`src/rtl/core/vpa_pkg.sv`:
```
// Shared types and constants for the variable partition allocator.
// Used by the controller, the datapath and the top level.
package vpa_pkg;

  localparam int MODE_W  = 2;
  localparam int REQ_W   = 20;
  localparam int TGT_W   = 6;
  localparam int IDX_W   = 6;
  localparam int ESIZE_W = 20;
  localparam int CFG_W   = 20;
  localparam int SDATA_W = 32;
  localparam int MDATA_W = 32;

  localparam logic [1:0] MODE_ALLOC = 2'd0;
  localparam logic [1:0] MODE_FREE  = 2'd1;
  localparam logic [1:0] MODE_SHOW  = 2'd2;
  localparam logic [1:0] MODE_NOP   = 2'd3;

  localparam logic [1:0] FIT_FIRST = 2'd0;
  localparam logic [1:0] FIT_BEST  = 2'd1;
  localparam logic [1:0] FIT_WORST = 2'd2;

  localparam logic REG_FIT     = 1'b0;
  localparam logic REG_MEMSIZE = 1'b1;

  localparam logic [CFG_W-1:0] DEF_MEM_SIZE = 20'd65536;

  typedef enum logic [3:0] {
    S_IDLE, S_SCAN, S_DECIDE, S_SHIFT_RD, S_SHIFT_WR, S_SPLIT_LO, S_SPLIT_HI,
    S_FREE_RD, S_FREE_CHK, S_CMP_RD, S_CMP_EV, S_CMP_FIN,
    S_LIST_INIT, S_LIST_RD, S_LIST_LD, S_FAIL
  } state_t;

  typedef enum logic [3:0] {
    OP_NONE, OP_ACCEPT, OP_SCAN, OP_DECIDE, OP_SHIFT_RD, OP_SHIFT_WR,
    OP_SPLIT_LO, OP_SPLIT_HI, OP_FREE_RD, OP_FREE_CHK, OP_CMP_EV, OP_CMP_FIN,
    OP_LIST_INIT, OP_LIST_LD, OP_FAIL
  } op_t;

  typedef struct packed {
    op_t op;
  } cmd_t;

  typedef struct packed {
    logic scan_done;
    logic fail;
    logic exact;
    logic full;
    logic shift_done;
    logic free_ok;
    logic ev_hold;
    logic cmp_more;
    logic out_free;
    logic list_last;
  } stat_t;

endpackage

```
`src/rtl/core/vpa_ctrl.sv`:
```
// Sequencer for the allocator: scan, split, merge and list phases.
// Depends on vpa_pkg; drives vpa_dp through cmd_t and reads stat_t.
module vpa_ctrl import vpa_pkg::*; (
  input  logic                clk,
  input  logic                rst,
  input  logic                s_tvalid,
  input  logic [MODE_W-1:0]   mode,
  input  stat_t               st,
  output logic                s_tready,
  output cmd_t                cmd
);

  state_t state, state_next;

  always_ff @(posedge clk) begin
    if (rst) begin
      state <= S_IDLE;
    end else begin
      state <= state_next;
    end
  end

  always_comb begin
    state_next = state;
    cmd.op     = OP_NONE;
    s_tready   = 1'b0;
    case (state)
      S_IDLE: begin
        s_tready = 1'b1;
        if (s_tvalid) begin
          cmd.op = OP_ACCEPT;
          case (mode)
            MODE_ALLOC: state_next = S_SCAN;
            MODE_FREE:  state_next = S_FREE_RD;
            MODE_SHOW:  state_next = S_LIST_INIT;
            default:    state_next = S_IDLE;
          endcase
        end
      end
      S_SCAN: begin
        cmd.op = OP_SCAN;
        if (st.scan_done) state_next = S_DECIDE;
      end
      S_DECIDE: begin
        cmd.op = OP_DECIDE;
        if (st.fail || (!st.exact && st.full)) state_next = S_FAIL;
        else if (st.exact) state_next = S_LIST_INIT;
        else state_next = S_SHIFT_RD;
      end
      S_SHIFT_RD: begin
        if (st.shift_done) begin
          state_next = S_SPLIT_LO;
        end else begin
          cmd.op     = OP_SHIFT_RD;
          state_next = S_SHIFT_WR;
        end
      end
      S_SHIFT_WR: begin
        cmd.op     = OP_SHIFT_WR;
        state_next = S_SHIFT_RD;
      end
      S_SPLIT_LO: begin
        cmd.op     = OP_SPLIT_LO;
        state_next = S_SPLIT_HI;
      end
      S_SPLIT_HI: begin
        cmd.op     = OP_SPLIT_HI;
        state_next = S_LIST_INIT;
      end
      S_FREE_RD: begin
        cmd.op     = OP_FREE_RD;
        state_next = S_FREE_CHK;
      end
      S_FREE_CHK: begin
        cmd.op     = OP_FREE_CHK;
        state_next = st.free_ok ? S_CMP_RD : S_LIST_INIT;
      end
      S_CMP_RD: begin
        state_next = S_CMP_EV;
      end
      S_CMP_EV: begin
        cmd.op = OP_CMP_EV;
        if (st.ev_hold) state_next = S_CMP_EV;
        else if (st.cmp_more) state_next = S_CMP_RD;
        else state_next = S_CMP_FIN;
      end
      S_CMP_FIN: begin
        cmd.op     = OP_CMP_FIN;
        state_next = S_LIST_INIT;
      end
      S_LIST_INIT: begin
        cmd.op     = OP_LIST_INIT;
        state_next = S_LIST_RD;
      end
      S_LIST_RD: begin
        state_next = S_LIST_LD;
      end
      S_LIST_LD: begin
        cmd.op = OP_LIST_LD;
        if (st.out_free) state_next = st.list_last ? S_IDLE : S_LIST_RD;
      end
      S_FAIL: begin
        cmd.op = OP_FAIL;
        if (st.out_free) state_next = S_IDLE;
      end
      default: state_next = S_IDLE;
    endcase
  end

endmodule

```
`src/rtl/core/vpa_dp.sv`:
```
// Datapath for the allocator: block table memory, scan, shift, merge
// and the output register. Depends on vpa_pkg; sequenced by vpa_ctrl.
module vpa_dp import vpa_pkg::*; #(
  parameter int MAX_BLOCKS = 64,
  parameter int SIZE_BITS  = 20
) (
  input  logic               clk,
  input  logic               rst,
  input  cmd_t               cmd,
  input  logic [REQ_W-1:0]   request_size,
  input  logic [TGT_W-1:0]   target_block,
  input  logic               cfg_we,
  input  logic               cfg_index,
  input  logic [CFG_W-1:0]   cfg_data,
  input  logic               m_tready,
  output stat_t              st,
  output logic               out_valid,
  output logic               out_status,
  output logic [IDX_W-1:0]   out_index,
  output logic [ESIZE_W-1:0] out_size,
  output logic               out_used,
  output logic               out_last
);

  localparam int IW = (MAX_BLOCKS > 1) ? $clog2(MAX_BLOCKS) : 1;
  localparam int CW = $clog2(MAX_BLOCKS + 1);
  localparam logic [SIZE_BITS-1:0] RST_SIZE = SIZE_BITS'(DEF_MEM_SIZE);

  // entry layout: {used, size}
  logic [SIZE_BITS:0]   mem [MAX_BLOCKS];
  logic [SIZE_BITS:0]   rd_q;
  logic [IW-1:0]        rd_addr, wa;
  logic [SIZE_BITS:0]   wd;
  logic                 we;

  logic [CW-1:0]        cnt, i, w;
  logic [IW-1:0]        pick, di;
  logic [SIZE_BITS-1:0] best, req, acc;
  logic                 req_bad, found, v, accv, zr;
  logic [1:0]           policy;
  logic [TGT_W-1:0]     tgt;
  logic [CW-1:0]        im1;
  logic                 hit, upd, ld_list, ld_fail;

  assign im1 = i - CW'(1);
  assign hit = !rd_q[SIZE_BITS] && (rd_q[SIZE_BITS-1:0] >= req);
  assign upd = !found
             || (policy == FIT_BEST  && rd_q[SIZE_BITS-1:0] < best)
             || (policy == FIT_WORST && rd_q[SIZE_BITS-1:0] > best);

  always_comb begin
    st.scan_done  = (i == cnt) && !v;
    st.fail       = !found || req_bad || (req == '0);
    st.exact      = (best == req);
    st.full       = (cnt >= CW'(MAX_BLOCKS));
    st.shift_done = (i == (CW'(pick) + CW'(1)));
    st.free_ok    = (int'(tgt) < int'(cnt)) && rd_q[SIZE_BITS];
    st.ev_hold    = rd_q[SIZE_BITS] && accv;
    st.cmp_more   = ((i + CW'(1)) < cnt);
    st.out_free   = !out_valid || m_tready;
    st.list_last  = ((i + CW'(1)) == cnt);
  end

  assign ld_list = (cmd.op == OP_LIST_LD) && st.out_free;
  assign ld_fail = (cmd.op == OP_FAIL) && st.out_free;

  always_comb begin
    rd_addr = i[IW-1:0];
    we      = 1'b0;
    wa      = pick;
    wd      = rd_q;
    case (cmd.op)
      OP_DECIDE: begin
        we = !st.fail && st.exact;
        wd = {1'b1, req};
      end
      OP_SHIFT_RD: rd_addr = im1[IW-1:0];
      OP_SHIFT_WR: begin
        we = 1'b1;
        wa = i[IW-1:0];
      end
      OP_SPLIT_LO: begin
        we = 1'b1;
        wa = pick + IW'(1);
        wd = {1'b0, best - req};
      end
      OP_SPLIT_HI: begin
        we = 1'b1;
        wd = {1'b1, req};
      end
      OP_FREE_RD: rd_addr = IW'(tgt);
      OP_FREE_CHK: begin
        we = st.free_ok;
        wa = IW'(tgt);
        wd = {1'b0, rd_q[SIZE_BITS-1:0]};
      end
      OP_CMP_EV: begin
        we = rd_q[SIZE_BITS];
        wa = w[IW-1:0];
        wd = accv ? {1'b0, acc} : rd_q;
      end
      OP_CMP_FIN: begin
        we = accv;
        wa = w[IW-1:0];
        wd = {1'b0, acc};
      end
      default: ;
    endcase
    if (cfg_we && cfg_index == REG_MEMSIZE) begin
      we = 1'b1;
      wa = '0;
      wd = {1'b0, SIZE_BITS'(cfg_data)};
    end
  end

  always_ff @(posedge clk) begin
    if (we) mem[wa] <= wd;
    rd_q <= (zr && rd_addr == '0) ? {1'b0, RST_SIZE} : mem[rd_addr];
  end

  always_ff @(posedge clk) begin
    if (rst) begin
      cnt       <= CW'(1);
      zr        <= 1'b1;
      policy    <= '0;
      out_valid <= 1'b0;
      v         <= 1'b0;
      found     <= 1'b0;
      accv      <= 1'b0;
    end else begin
      if (we && wa == '0) zr <= 1'b0;
      if (cfg_we) begin
        if (cfg_index == REG_FIT) policy <= cfg_data[1:0];
        else cnt <= CW'(1);
      end
      if (ld_list || ld_fail) out_valid <= 1'b1;
      else if (m_tready) out_valid <= 1'b0;
      case (cmd.op)
        OP_ACCEPT: begin
          v     <= 1'b0;
          found <= 1'b0;
          accv  <= 1'b0;
        end
        OP_SCAN: begin
          v <= (i < cnt);
          if (v && hit) found <= 1'b1;
        end
        OP_SPLIT_HI: cnt <= cnt + CW'(1);
        OP_FREE_CHK: accv <= 1'b0;
        OP_CMP_EV: begin
          if (!rd_q[SIZE_BITS]) accv <= 1'b1;
          else accv <= 1'b0;
        end
        OP_CMP_FIN: cnt <= accv ? w + CW'(1) : w;
        default: ;
      endcase
    end
  end

  always_ff @(posedge clk) begin
    case (cmd.op)
      OP_ACCEPT: begin
        req     <= SIZE_BITS'(request_size);
        req_bad <= ((32'(request_size) >> SIZE_BITS) != 32'd0);
        tgt     <= target_block;
        i       <= '0;
      end
      OP_SCAN: begin
        if (i < cnt) begin
          di <= i[IW-1:0];
          i  <= i + CW'(1);
        end
        if (v && hit && upd) begin
          pick <= di;
          best <= rd_q[SIZE_BITS-1:0];
        end
      end
      OP_DECIDE:   i <= cnt;
      OP_SHIFT_WR: i <= im1;
      OP_FREE_CHK: begin
        i <= '0;
        w <= '0;
      end
      OP_CMP_EV: begin
        if (!rd_q[SIZE_BITS]) begin
          acc <= accv ? acc + rd_q[SIZE_BITS-1:0] : rd_q[SIZE_BITS-1:0];
          i   <= i + CW'(1);
        end else if (accv) begin
          w <= w + CW'(1);
        end else begin
          w <= w + CW'(1);
          i <= i + CW'(1);
        end
      end
      OP_LIST_INIT: i <= '0;
      default: ;
    endcase
    if (ld_list) begin
      out_status <= 1'b0;
      out_index  <= IDX_W'(i);
      out_size   <= ESIZE_W'(rd_q[SIZE_BITS-1:0]);
      out_used   <= rd_q[SIZE_BITS];
      out_last   <= st.list_last;
      i          <= i + CW'(1);
    end
    if (ld_fail) begin
      out_status <= 1'b1;
      out_index  <= '0;
      out_size   <= '0;
      out_used   <= 1'b0;
      out_last   <= 1'b1;
    end
  end

endmodule

```
`src/rtl/core/variable_partition_allocator_unit.sv`:
```
// Top level of the variable partition allocator.
// Instantiates vpa_ctrl and vpa_dp; depends on vpa_pkg.
//
// Keeps an ordered table of memory blocks in a single-port-write,
// registered-read memory and serves one request at a time. After the
// accepting cycle, an allocate scans the table and decides; a split
// then shifts each later entry up by one and writes the two halves. A
// free reads and checks the target, then runs a merge pass over the
// table, holding on each used entry that closes a free run, and
// finishes. Listing starts, then sends each table entry as one transfer
// while the output side keeps up. The table is read once per cycle, and
// that paces every phase. The input is taken only between requests.
module variable_partition_allocator_unit import vpa_pkg::*; #(
  parameter int MAX_BLOCKS = 64,
  parameter int SIZE_BITS  = 20
) (
  input  logic               clk,
  input  logic               rst,
  input  logic               s_tvalid,
  output logic               s_tready,
  input  logic [SDATA_W-1:0] s_tdata,   // mode, request_size, target_block
  output logic               m_tvalid,
  input  logic               m_tready,
  output logic [MDATA_W-1:0] m_tdata,   // entry_index, entry_size, entry_used
  output logic               m_tuser,   // status
  output logic               m_tlast,
  input  logic               cfg_we,
  input  logic               cfg_index,
  input  logic [CFG_W-1:0]   cfg_data
);

  cmd_t               cmd;
  stat_t              st;
  logic [IDX_W-1:0]   out_index;
  logic [ESIZE_W-1:0] out_size;
  logic               out_used;

  vpa_ctrl u_ctrl (
    .clk      (clk),
    .rst      (rst),
    .s_tvalid (s_tvalid),
    .mode     (s_tdata[MODE_W-1:0]),
    .st       (st),
    .s_tready (s_tready),
    .cmd      (cmd)
  );

  vpa_dp #(
    .MAX_BLOCKS (MAX_BLOCKS),
    .SIZE_BITS  (SIZE_BITS)
  ) u_dp (
    .clk          (clk),
    .rst          (rst),
    .cmd          (cmd),
    .request_size (s_tdata[MODE_W +: REQ_W]),
    .target_block (s_tdata[MODE_W+REQ_W +: TGT_W]),
    .cfg_we       (cfg_we),
    .cfg_index    (cfg_index),
    .cfg_data     (cfg_data),
    .m_tready     (m_tready),
    .st           (st),
    .out_valid    (m_tvalid),
    .out_status   (m_tuser),
    .out_index    (out_index),
    .out_size     (out_size),
    .out_used     (out_used),
    .out_last     (m_tlast)
  );

  assign m_tdata = {(MDATA_W - IDX_W - ESIZE_W - 1)'(0), out_used, out_size, out_index};

  a_fail_last: assert property (@(posedge clk) disable iff (rst)
    m_tvalid && m_tuser |-> m_tlast)
    else $error("cannot-allocate result without last");

  a_fail_zero: assert property (@(posedge clk) disable iff (rst)
    m_tvalid && m_tuser |-> m_tdata == '0)
    else $error("cannot-allocate result carries data");

  a_one_req: assert property (@(posedge clk) disable iff (rst)
    s_tvalid && s_tready && (s_tdata[MODE_W-1:0] != MODE_NOP) |=> !s_tready)
    else $error("second request taken while one is in progress");

endmodule
```
`config.mk`:
```
export PLATFORM = sky130hd
export DESIGN_NAME = variable_partition_allocator_unit
export DESIGN_NICKNAME = d
export VERILOG_FILES = /design/src/rtl/core/vpa_pkg.sv /design/src/rtl/core/vpa_ctrl.sv /design/src/rtl/core/vpa_dp.sv /design/src/rtl/core/variable_partition_allocator_unit.sv
export SDC_FILE = /design/constraint.sdc
export NUM_CORES = 2
export LEC_CHECK = 0
export BUFFER_PORTS_ARGS = -buffer_cell sky130_fd_sc_hd__clkbuf_2
export CORE_ASPECT_RATIO = 1.75
export CORE_UTILIZATION = 50
export CTS_CLUSTER_DIAMETER = 120
export CTS_CLUSTER_SIZE = 16
export DETAILED_ROUTE_END_ITERATION = 7
export PLACE_DENSITY = 0.66
export SKIP_LAST_GASP = 1
export SYNTH_ARGS = -nofsm -noshare
export SYNTH_HDL_FRONTEND = slang
export SYNTH_SLANG_ARGS = --single-unit
```
`constraint.sdc`:
```
create_clock -name clk -period 11.3 [get_ports clk]
set_clock_uncertainty 0.2 [all_clocks]
set_input_delay 1.13 -clock clk [delete_from_list [all_inputs] [get_ports clk]]
set_output_delay 1.13 -clock clk [all_outputs]
set_load 0.01 [all_outputs]
```
-- Word level (Yosys, flattened, before mapping)
Memories as Yosys holds them, arrays and structs flattened. A register that Yosys moved wholly into a read port is not among the register bits.
Index checks and enable logic that the tools add are counted.
- word-level logic and storage cells: 184
- input port bits: 58
- memories kept: 1
- output and inout bits: 36
- bits in registers: 139
- bits in writable memories: 1344
- add/sub/neg operators: 8
- $lt $le $gt $ge: 7
- reductions and logical operators: 54
- equality and inequality tests: 45
- muxes and demuxes: 46
- bitwise operators: 2
- memories (memory ; depth ; bits a word ; read ports ; clocked after memory_dff ; wr ports ; line ; RTL):
    u_dp.mem ; 64 ; 21 ; 1 ; 1 ; 1 ; vpa_dp.sv:30 ; logic [SIZE_BITS:0] mem [MAX_BLOCKS];
- operators with widths (kind ; count):
    21-bit case mux with 5 select lines ; 1
    4-bit == test (second input constant) ; 15
    4-bit case mux with 15 select lines ; 1
    7-bit 2-to-1 mux ; 8
    4-bit case mux with 14 select lines ; 1
    21-bit 2-to-1 mux ; 2
    7-bit case mux with 5 select lines ; 1
    4-bit by 3-bit == test with 1-bit output (second input constant) ; 8
    4-bit 2-to-1 mux ; 8
    7-bit case mux with 2 select lines ; 2
    6-bit case mux with 4 select lines ; 1
    7-bit by 1-bit adder with 7-bit output (second input constant) ; 3
    7-bit == test ; 3
    20-bit adder ; 1
    20-bit == test ; 1
    20-bit greater-or-equal comparator ; 1
    20-bit > comparator ; 1
    20-bit logical NOT ; 1
    20-bit < comparator ; 1
    20-bit 2-to-1 mux ; 1
    20-bit subtractor ; 1
    4-bit by 2-bit == test with 1-bit output (second input constant) ; 4
    1-bit logical AND ; 15
    7-bit < comparator ; 2
    other kinds (34) ; 79

-- Logic depth before layout (Yosys ltp)
- word-level depth: 10
- gate-level depth with buffers: 16
- depth with buffers taken out: 15

-- By module
Synthesis repeated with hierarchy kept, for this count alone.
- cells, all modules: 5331
- area total of the unflattened synthesis: 64491.9 µm²
- modules (own cells, without submodules) (module ; area an instance (µm²) ; times used ; sequential area each (µm²) ; cells each):
    vpa_dp ; 63855.0 ; 1 ; 44402.6 ; 5234
    vpa_ctrl ; 588.1 ; 1 ; 80.1 ; 90
    variable_partition_allocator_unit ; 48.8 ; 1 ; 0.0 ; 7

-- Least setup slack after synthesis
Ideal clock, no wire load.
- path type: register to register
- start: register u_dp.req[1]
- end: memory u_dp.mem[0][19] (netlist bit) (data pin)
- library setup time: 0.681 ns
- stages on the path, launching flop included: 14
- slack: 5.711 ns
- required time: 10.419 ns
- arrival: 4.708 ns
- cell sequence: edfxtp_1 inv_1 ha_1 nor2b_1 o21ai_0 a21boi_0 o21ai_0 a21boi_0 o21bai_1 a21oi_1 o2111ai_1 a31oi_1 and3_1 nor3_1
- cells in the longest elaborated chain, start to end: 3
- RTL lines (item ; line ; RTL):
    start, declared ; vpa_dp.sv:38 ; logic [SIZE_BITS-1:0] best, req, acc;
    start signal, assigned ; vpa_dp.sv:163 ; req <= SIZE_BITS'(request_size);
    20-bit subtractor ; vpa_dp.sv:85 ; wd = {1'b0, best - req};
    21-bit case mux with 5 select lines ; vpa_dp.sv:72 ; case (cmd.op)
    21-bit 2-to-1 mux ; vpa_dp.sv:109 ; if (cfg_we && cfg_index == REG_MEMSIZE) begin
    via u_dp.wd[19] ; vpa_dp.sv:33 ; logic [SIZE_BITS:0] wd;
    end, declared ; vpa_dp.sv:30 ;
The timed path passes the listed nets, and every way through them passes these cells.

-- Worst setup path in the final report
- start: register u_dp.i[4]
- end: register u_dp.rd_q[0] (read register of u_dp.mem)
- cells in the longest elaborated chain, start to end: 7
- RTL lines (item ; line ; RTL):
    start, declared ; vpa_dp.sv:36 ; logic [CW-1:0] cnt, i, w;
    start signal, assigned ; vpa_dp.sv:171 ; i <= i + CW'(1);
    start signal, assigned ; vpa_dp.sv:178 ; OP_DECIDE: i <= cnt;
    start signal, assigned ; vpa_dp.sv:179 ; OP_SHIFT_WR: i <= im1;
    7-bit == test ; vpa_dp.sv:56 ; st.shift_done = (i == (CW'(pick) + CW'(1)));
    3-bit 2-to-1 mux ; vpa_ctrl.sv:51 ; if (st.shift_done) begin
    4-bit case mux with 14 select lines ; vpa_ctrl.sv:27 ; case (state)
    4-bit == test or 4-bit by 3-bit == test with 1-bit output (tied branches) ; vpa_dp.sv:72 ;
    6-bit case mux with 2 select lines * ; vpa_dp.sv:72 ;
    6-bit logical NOT ; vpa_dp.sv:118 ; rd_q <= (zr && rd_addr == '0) ? {1'b0, RST_SIZE} : mem[rd_addr];
    1-bit logical AND ; vpa_dp.sv:118 ;
    end, declared ; vpa_dp.sv:31 ; logic [SIZE_BITS:0] rd_q;
Every way passes the cells marked *; elsewhere a longest branch is shown, timed or not.
A chain may end at the register's enable or synchronous reset.

==> qor.yml <==
routing:
  via_count: 41100
  drt_pass1_iterations: 8
  wl_met3_mm: 11.3
  wl_met1_mm: 61.8
  viasPerCell: 6.15
  top_layer: "met5"
  drt_iter0_drc: 4104
  dr_wl_met2_mm: 93.6
  drcViolationCount: 0
  postRouteAntennaNets: 0
  avgRoutedWirePerCell_um: 27.1
  wl_mm: 181
power:
  peakVddDrop_mv: 0.221
  internal_power_mw: 10.9
  power_density_nw_per_um2: 268
  p_clk_share_pct: 19.3
  p_switching_mw: 7.50
  p_leak_nw: 23.2
  p_comb_share_pct: 39.2
  seqPwrFrac_pct: 41.5
  total_power_mw: 18.4
  swShare_pct: 40.8
die:
  die_w_um: 270
  start_util_pct: 50.5
  die_area_um2: 127000
  core_um2: 124000
  row_count: 171
  io_pins: 94
  die_h_um: 471
timing:
  hold_viol: 0
  rsz0062_at_grt: "no"
  period_needed_ns: 6.20
  maxSlewViolCount: 0
  max-slew-margin-rel_pct: 10.3
  setup_viol: 0
  period_share_pct: 54.9
  worst_pin_slew_ns: 1.33
  tns_ns: 0
  setup_ws_ns: 5.10
  fmax_ghz: 0.161
cells_and_area:
  layout-drive-gt1-share_pct: 8.95
  fin_util_pct: 55.1
  num-nets-final: 5145
  postLayoutCellArea_um2: 68500
  area_delta_synth_final_pct: 9.15
yosys:
  synth_common_cells: "1436 x edfxtp_1, 1307 x nand2_1, 432 x nand3_1"
  synth_ff_type: "edfxtp_1"
  yosysMostFrequentCell: "edfxtp_1"
  synth_edf_count: 1436
  synth_cells: 4943
  yosys.area.top_type: "edfxtp_1"
  avgSynthCellArea_um2: 12.7
  syn-cell-area_um2: 62800
  yosys.area.top_type_share_pct: 68.7
  synth_seq_area_share_pct: 70.8
  yosysWarningCount: 0
  synthArstFlopShare_pct: 0
  ys_types: 83
  synthTopCellsByArea: "edfxtp_1 69%, nand2_1 7.8%, nand3_1 3.4%"
  synth-seq-cells: 1504
outcome:
  outcome: "finished clean"
clock_tree:
  hold_buffers: 0
  numCtsBuffers: 103
  cts_sinks: 1504
  clock_path_buffers: 3
  h-tree-depth: 3
  root_buffer: "clkbuf_16"
  postCtsSetupBuffers: 0
  cts_tree: "built"
  cts.clk_slew.worst_paths_ns: 0.08
  cts.repair.resized: 0
  clock_latency_ns: 0.74
worst_setup_path:
  r2r_start: "u_dp.i[4]$_DFFE_PP_"
  worstPathCellList: "xnor2_1 > nor3_1 > o211ai_4 > o21ai_2 > mux2_2 > nor2_4 > buf_4 > nand3_1 > nand4_1 > a31oi_1 > nor4_1 > a21oi_1"
  path_class: "reg -> reg"
  rr_worst_depth: 12
  cp_num_buf_inv: 1
  cp-end-kind: "flop"
  cp_slowest_cell: "nor4_1"
  ff2ff_setup_slack_ns: 5.10
  worstPathRequired_ns: 11.66
  r2r_end: "u_dp.rd_q[0]$_SDFF_PP0_"
  startpoint_type: "flop"
  worstPathMaxFanout: 53
  cpPeakStageDelay_ns: 1.03
  cpLargestDelayFamily: "simple AND/OR/NAND/NOR gates"
  arrival_ns: 6.56
min_path:
  min_from: "u_dp.di[1]$_DFFE_PP_"
  min_to: "u_dp.pick[1]$_DFFE_PP_"
  hold_depth: 0
  worstHoldPathType: "reg -> reg"
placement:
  hpwl_mm: 111
  globalplace.congestion: 0.941
  portBuffers: 84
  pre_cts_slack_ns: 5.36
  placed_area_um2: 65600
global_routing:
  grt_pass1_vias: 39700
  grt_first_pass_wirelength_mm: 261
  grt_start_max_net_pins: 178
  grt.total_usage_pct: 28.1
  grt_overflow: 0
  antenna_found_initial: 4
run:
  max_cap_viol_count: 0
## power groups by stage
stage               clock [mW]  combinational [mW]  sequential [mW]
floorplan                    0                4.25             7.68
global placement             0                6.98             7.74
detailed placement           0                7.11             7.75
CTS                       3.58                7.12             7.63
global route              3.77                7.62             7.65
finish                    3.55                7.21             7.64
## final cells by class
type / count / area [um^2]
fillers: 9979 / 55800
flip-flops and latches: 1504 / 44500
multi-input cells: 3090 / 17400
clock buffers: 160 / 2830
well taps: 1643 / 2060
repair buffers: 207 / 1430
inverters: 74 / 278
clock inverters: 5 / 81.3
diodes: 3 / 7.51
## layout by cell type (no fill, tap or decap), drive strengths merged, types with 17 or more instances in the layout
master	count
ha	105
nand2	1307
nand2b	21
xor2	25
nand4	169
a31oi	84
xnor2	31
a21o	33
o21ai	68
nor4	28
clkbuf	244
a21oi	137
nor3	31
nor2b	29
buf	123
dfxtp	68
inv	77
and3	33
a221o	17
a32oi	74
mux2i	96
edfxtp	1436
nand3	432
nor2	178
## flip-flops by register name, indices dropped and copies added, names as in the netlist, 7 cells and up
register,cells
u_dp.i,7
u_dp.best,20
u_dp.mem,1344
u_dp.req,20
u_dp.cnt,7
u_dp.acc,20
u_dp.out_size,20
u_dp.rd_q,21
u_dp.w,7
## through the flow
stage	instances	hold slack, ns
floorplan	4947	0.200
global placement	6518	0.207
detailed placement	6518	0.209
CTS	6683	0.228
global route	6684	0.239
finish	6686	0.230
## worst max-delay path by stage
stage	start	to	slack [ns]	cells past startpoint
finish	u_dp.i[4]$_DFFE_PP_	u_dp.rd_q[0]$_SDFF_PP0_	5.10	12
global route	u_dp.pick[0]$_DFFE_PP_	u_dp.rd_q[0]$_SDFF_PP0_	4.94	13
CTS	u_dp.i[4]$_DFFE_PP_	u_dp.rd_q[14]$_SDFF_PP0_	5.34	12
detailed placement	u_dp.pick[0]$_DFFE_PP_	u_dp.rd_q[0]$_SDFF_PP0_	5.36	13
global placement	u_dp.pick[0]$_DFFE_PP_	u_dp.rd_q[14]$_SDFF_PP0_	5.38	12
floorplan	u_dp.req[1]$_DFFE_PP_	u_dp.mem[0][19]$_DFFE_PP_	5.71	13
## cell families (layout without fill, tap and decap cells)
group | after synthesis | after routing | share of synthesized area, %
AOI/OAI and AO/OA | 535 | 535 | 5.85
other | 1 | 8 | 0.00597
and+or+nand+nor | 2273 | 2273 | 16.0
xor gates and xnor gates | 56 | 56 | 0.781
buffers and inverters | 353 | 446 | 2.44
DFF | 1504 | 1504 | 70.8
muxes | 114 | 114 | 1.96
adders and majority gates | 107 | 107 | 2.16
## per-layer routing
| metal | global-route usage (%) | up-vias |
|---|---|---|
| li1 | - | 18300 |
| met1 | 30.9 | 20500 |
| met4 | 20.9 | 2 |
| met5 | 0 | - |
| met2 | 50.0 | 1879 |
| met3 | 3.21 | 452 |
Power figures use the tool's default switching activity.
